<file path="config.mk">
export PLATFORM = sky130hd
export DESIGN_NAME = bms_accum
export DESIGN_NICKNAME = d
export VERILOG_FILES = /design/src/bms_pkg.sv /design/src/bms_accum.sv
export SDC_FILE = /design/constraint.sdc
export NUM_CORES = 2
export LEC_CHECK = 0
export ABC_AREA = 1
export BUFFER_PORTS_ARGS = -buffer_cell sky130_fd_sc_hd__buf_2
export CORE_UTILIZATION = 40
export CTS_BUF_LIST = sky130_fd_sc_hd__clkbuf_8
export DETAILED_ROUTE_END_ITERATION = 7
export PLACE_DENSITY = 0.59
export SLEW_MARGIN = 20
export SYNTH_ARGS = -nofsm -noshare
export SYNTH_HDL_FRONTEND = slang
export SYNTH_SLANG_ARGS = --single-unit
export TNS_END_PERCENT = 20
</file>
<file path="constraint.sdc">
create_clock -name clk -period 23.3 [get_ports clk]
set_input_delay 4.66 -clock clk [delete_from_list [all_inputs] [get_ports clk]]
set_output_delay 4.66 -clock clk [all_outputs]
set_load 0.02 [all_outputs]
</file>
<file path="src/bms_pkg.sv">
// Shared types, constants and helpers for the batch statistics unit.
package bms_pkg;

  localparam logic [16:0] MAX_TRIALS = 17'd65536;

  localparam logic [7:0] MUL_STEPS  = 8'd64;
  localparam logic [7:0] DIV_STEPS  = 8'd128;
  localparam logic [7:0] SQRT_STEPS = 8'd32;

  localparam logic [63:0] POOL_SCALE = 64'd6553600;
  localparam logic [63:0] CI_RECIP   = 64'd1407374883554;
  localparam logic [63:0] SQRT_TOP   = 64'h4000_0000_0000_0000;

  localparam logic [3:0] STAT_COUNT    = 4'd0;
  localparam logic [3:0] STAT_MEAN_FIN = 4'd1;
  localparam logic [3:0] STAT_BUST     = 4'd2;
  localparam logic [3:0] STAT_WAGERED  = 4'd3;
  localparam logic [3:0] STAT_POOLED   = 4'd4;
  localparam logic [3:0] STAT_PRF_MEAN = 4'd5;
  localparam logic [3:0] STAT_RET_MEAN = 4'd10;
  localparam logic [3:0] STAT_RET_HI   = 4'd14;

  typedef struct packed {
    logic signed [39:0] final_amount;
    logic signed [39:0] start_amount;
    logic [38:0]        wagered_amount;
    logic               went_bust;
    logic signed [23:0] profit_pct;
    logic signed [23:0] wager_return_pct;
    logic               last_trial;
  } in_item_t;

  typedef struct packed {
    logic [3:0]         stat_code;
    logic signed [63:0] stat_value;
    logic               last_stat;
  } out_item_t;

  typedef enum logic [1:0] {
    EOP_MUL,
    EOP_DIV,
    EOP_SQRT
  } eng_op_t;

  typedef struct packed {
    logic          start;
    eng_op_t       op;
    logic [127:0]  a;
    logic [63:0]   b;
  } eng_req_t;

  typedef struct packed {
    logic load;
    logic clear;
  } acc_ctl_t;

  typedef struct packed {
    logic [16:0]       count;
    logic [55:0]       final_sum;
    logic [56:0]       profit_sum;
    logic [55:0]       wager_sum;
    logic [16:0]       bust_count;
    logic [1:0][39:0]  pct_sum;
    logic [1:0][62:0]  pct_sq;
  } acc_sums_t;

  typedef enum logic [4:0] {
    ST_IDLE,
    ST_ACC2,
    ST_E_CNT,
    ST_D_MFIN,
    ST_E_MFIN,
    ST_D_BUST,
    ST_E_BUST,
    ST_E_WAG,
    ST_M_POOL,
    ST_D_POOL,
    ST_E_POOL,
    ST_M_NN1,
    ST_M_NNN1,
    ST_D_MEAN,
    ST_E_MEAN,
    ST_M_NQ,
    ST_M_SS,
    ST_D_SD,
    ST_Q_SD,
    ST_D_SE,
    ST_Q_SE,
    ST_E_SD,
    ST_E_SE,
    ST_D_HALF,
    ST_E_LO,
    ST_E_HI
  } state_t;

  function automatic logic [63:0] mag64(input logic [63:0] v);
    return v[63] ? (~v + 64'd1) : v;
  endfunction

  function automatic logic [63:0] neg_if(input logic [63:0] v, input logic neg);
    return neg ? (~v + 64'd1) : v;
  endfunction

endpackage

</file>
<file path="src/bms_accum.sv">
// Trial accumulators with a shared squaring multiplier.
module bms_accum
  import bms_pkg::*;
(
  input  logic      clk,
  input  logic      rst_n,
  input  acc_ctl_t  ctl,
  input  in_item_t  item,
  output acc_sums_t sums
);

  acc_sums_t   sums_r;
  logic        phase_r;
  logic        take_r;
  logic [23:0] mag1_r;

  logic        take;
  logic [23:0] mag0;
  logic [23:0] mag1;
  logic [23:0] mul_in;
  logic [47:0] sq;

  assign take   = sums_r.count < MAX_TRIALS;
  assign mag0   = item.profit_pct[23] ? (~item.profit_pct + 24'd1) : item.profit_pct;
  assign mag1   = item.wager_return_pct[23] ?
                  (~item.wager_return_pct + 24'd1) : item.wager_return_pct;
  assign mul_in = phase_r ? mag1_r : mag0;
  assign sq     = mul_in * mul_in;

  always_ff @(posedge clk) begin
    if (!rst_n || ctl.clear) begin
      sums_r  <= '0;
      phase_r <= 1'b0;
      take_r  <= 1'b0;
    end else if (ctl.load) begin
      phase_r <= 1'b1;
      take_r  <= take;
      if (take) begin
        sums_r.count      <= sums_r.count + 17'd1;
        sums_r.final_sum  <= sums_r.final_sum + {{16{item.final_amount[39]}},
                                                 item.final_amount};
        sums_r.profit_sum <= sums_r.profit_sum
                             + {{17{item.final_amount[39]}}, item.final_amount}
                             - {{17{item.start_amount[39]}}, item.start_amount};
        sums_r.wager_sum  <= sums_r.wager_sum + {17'd0, item.wagered_amount};
        sums_r.bust_count <= sums_r.bust_count + {16'd0, item.went_bust};
        sums_r.pct_sum[0] <= sums_r.pct_sum[0] + {{16{item.profit_pct[23]}},
                                                  item.profit_pct};
        sums_r.pct_sum[1] <= sums_r.pct_sum[1] + {{16{item.wager_return_pct[23]}},
                                                  item.wager_return_pct};
        sums_r.pct_sq[0]  <= sums_r.pct_sq[0] + {15'd0, sq};
      end
    end else if (phase_r) begin
      phase_r <= 1'b0;
      if (take_r) begin
        sums_r.pct_sq[1] <= sums_r.pct_sq[1] + {15'd0, sq};
      end
    end
  end

  always_ff @(posedge clk) begin
    if (ctl.load) begin
      mag1_r <= mag1;
    end
  end

  assign sums = sums_r;

endmodule

</file>
==> load_flow_metrics.sql <==
INSERT INTO impl_metrics (metric_group, metric, value, unit) VALUES
('route', 'drt_wl_total', '256', 'mm'),
('floorplan', 'die-area', '0.161', 'sq mm'),
('timing', 'final_max_slew_viol_count', '0', ''),
('floorplan', 'initial_core_util', '40.3', '%'),
('logic_synthesis', 'number_of_flops_mapped_to_enable_cells_by_yosys', '24', ''),
('clocking', 'cts.hold.buffers_added', '0', ''),
('clocking', 'ctsHtreeMaxLevel', '3', ''),
('logic_synthesis', 'synth_cells', '10600', ''),
('logic_synthesis', 'synth_top_flop_cell', 'dfxtp_1', ''),
('route', 'dr.first_iter.drc_count', '5245', ''),
('grt', 'grt_util_all_layers', '31.2', '%'),
('final_layout', 'final_net_count', '12300', ''),
('logic_synthesis', 'avgSynthCellArea', '6.05', 'sq um'),
('route', 'dr_total_vias', '67100', ''),
('worst_hold_path', 'min-delay-path-class', 'reg2reg', ''),
('timing', 'tightestPinTransition', '1.17', 'ns'),
('grt', 'antenna_found_initial', '6', ''),
('timing', 'fin_tns_setup', '0', 'ns'),
('worst_setup_path', 'critPathTopFamily', 'adder cells', ''),
('floorplan', 'floorplan.rows', '146', ''),
('route', 'drt-wirelength-per-cell', '19.3', 'microns'),
('route', 'drt_first_pass_iters', '8', ''),
('worst_setup_path', 'critPathBufInv', '9', ''),
('grt', 'globalRouteOverflowTotal', '0', ''),
('clocking', 'clk_pin_slew', '0.06', 'ns'),
('floorplan', 'die_h', '402', 'microns'),
('final_layout', 'drive_gt1_share', '7.56', '%'),
('worst_setup_path', 'critical_path.most_common_cell', 'inv_1', ''),
('grt', 'grt_pass1_vias', '63700', ''),
('route', 'detail_route_antenna_nets', '0', ''),
('outcome', 'failed_checks', 'design-rule violations', ''),
('worst_setup_path', 'worst_setup_path_end_kind', 'register', ''),
('route', 'drt_drc_violations_left', '10', ''),
('worst_setup_path', 'timing.critical_path.slowest_cell_delay', '0.82', 'ns'),
('clocking', 'post_cts_resize_count', '0', ''),
('clocking', 'cts_buffer_depth', '3', ''),
('final_layout', 'final_common_cell', 'nand2_1', ''),
('timing', 'rsz0062_at_grt', 'false', ''),
('timing', 'setup_viol', '0', ''),
('grt', 'grt_start_max_net_pins', '171', ''),
('final_layout', 'areaGrowthSynthToFinish', '11.4', '%'),
('clocking', 'cts_root_buf', 'clkbuf_8', ''),
('run', 'drv.max_cap_violation_count', '0', ''),
('timing', 'finalHoldViolCount', '0', ''),
('logic_synthesis', 'synth_largest_type_area_fraction', '16.6', '%'),
('worst_setup_path', 'cp_slowest_cell', 'xor2_1', ''),
('grt', 'grt_pass1_wl', '385', 'mm'),
('floorplan', 'die_width', '402', 'microns'),
('worst_setup_path', 'critical_path.max_fanout', '22', ''),
('logic_synthesis', 'synth.distinct_cells', '47', ''),
('outcome', 'status', 'finished with violations', ''),
('logic_synthesis', 'ys_seq_area_share', '14.0', '%'),
('worst_setup_path', 'path_class', 'in2reg', ''),
('final_layout', 'mostFrequentLayoutCells', 'nand2_1 (2,820), inv_1 (2,438), nor2_1 (1,465)', ''),
('clocking', 'cts_num_sinks', '435', ''),
('timing', 'slew_headroom', '22.2', '%'),
('clocking', 'worstSkewPairLatency', '0.85', 'ns'),
('worst_setup_path', 'critical_path_arrival', '15.30', 'ns'),
('logic_synthesis', 'async_reset_ff_share', '0', '%'),
('logic_synthesis', 'yosys_register_bits', '435', ''),
('timing', 'layout_worst_path_cycle_share', '62.7', '%'),
('logic_synthesis', 'synth.largest_area_cell', 'nand2_1', ''),
('clocking', 'cts.repair_timing.setup_buffer_count', '0', ''),
('placed_design', 'io_buffer_count', '580', ''),
('worst_setup_path', 'worst_setup_path_start_kind', 'input pin', ''),
('worst_setup_path', 'cp.required', '23.99', 'ns'),
('logic_synthesis', 'syn_nets', '11700', ''),
('timing', 'skew', '0.0506', 'ns'),
('route', 'vias_per_cell', '5.06', ''),
('timing', 'post-route-min-period', '14.62', 'ns'),
('logic_synthesis', 'post_synth_instance_area', '0.0639', 'sq mm'),
('logic_synthesis', 'netlist_top_cells_area', 'nand2_1 (17%), fa_1 (15%), inv_1 (14%), dfxtp_1 (13%), ha_1 (10%)', ''),
('floorplan', 'num_io_pins', '582', ''),
('placed_design', 'gpl.final_weighted_congestion', '1.02', ''),
('timing', 'max_freq', '68.4', 'MHz'),
('placed_design', 'detailed_place_hpwl', '214', 'mm'),
('floorplan', 'core_region_area', '0.158', 'sq mm'),
('clocking', 'tritoncts_clock_tree', 'yes', ''),
('clocking', 'cts-buffers-inserted', '93', ''),
('logic_synthesis', 'yosysWarningCount', '0', '');
cell usage after synthesis (38+ instances only):
master and count:
nand2_1 2820, inv_1 2419, nor2_1 1467, nand3_1 568, a21oi_1 564, ha_1 509, fa_1 485, dfxtp_1 411
o21ai_0 377, xor2_1 203, clkbuf_1 97, o21bai_1 96, nand4_1 95, nor3_1 76, buf_2 46, o21a_1 38
layout make-up:
cell class                 instances  area, sq um
clock inverter                    58          604
antenna                            4         10.0
clock buffer                     114         1570
sequential                       435         8950
fill                           17200        87200
timing repair buffer             613         3180
tap                             2072         2590
multi-input combinational       7518        45100
inverter                        2439         9170
worst register-to-register path: cells and delay by family (launching register included):
family / cells / cell delay, ns
buffers and inverters: 8 / 1.14
AND/OR/NAND/NOR: 9 / 2.23
flip-flops: 1 / 0.41
adder cells (fa/ha/maj): 9 / 4.10
XOR/XNOR: 1 / 0.82
AO/OA/AOI/OAI: 8 / 1.86
metrics by stage:
step	cell area (sq um)	utilization, %	hold slack, ns	worst slack, ns	std cells
6_report	71100	44.9	0.476	8.68	13300
5_1_grt	71100	44.9	0.502	8.20	13300
4_1_cts	71100	44.9	0.478	8.88	13200
3_5_place_dp	69000	43.5	0.469	8.01	13100
3_3_place_gp	69000	43.5	0.462	8.05	13100
2_1_floorplan	63900	-	0.451	10.79	10600
registers in the layout, indices dropped and copies added (netlist names):
signal	count
mag1_r	24
take_r	1
phase_r	1
sums	409
cell families after synthesis:
group                    count (synthesis)  synth area share [%]
AND/OR/NAND/NOR                       5135                  32.3
buffers and inverters                 2611                  15.5
AO/OA/AOI/OAI                         1152                  9.76
adder cells (fa/ha/maj)                994                  25.2
flip-flops                             435                  14.0
XOR/XNOR                               237                  3.25
path summary, 6_finish.rpt:
path,start,end,slack [ns],depth (start not counted)
hold / removal,sums[279],sums[279],0.48,2
setup reg to reg,phase_r,sums[48],12.63,35
setup / recovery,item[25],sums[48],8.68,41
hold reg to reg,sums[279],sums[279],0.48,2
routing by layer:
layer | vias to the layer above | wire length, microns | share of wire (%) | track usage [%]
li1 | 33100 | - | - | -
met1 | 31400 | 114000 | 45 | 42.5
met2 | 2229 | 113000 | 44 | 49.7
met3 | 332 | 20400 | 8.0 | 6.02
met4 | 2 | 7780 | 3.0 | 9.38
met5 | - | 11 | 0.0043 | 0
Power is not shown: default switching activity piles up to over one toggle a cycle in this logic, so the estimate is an artifact.
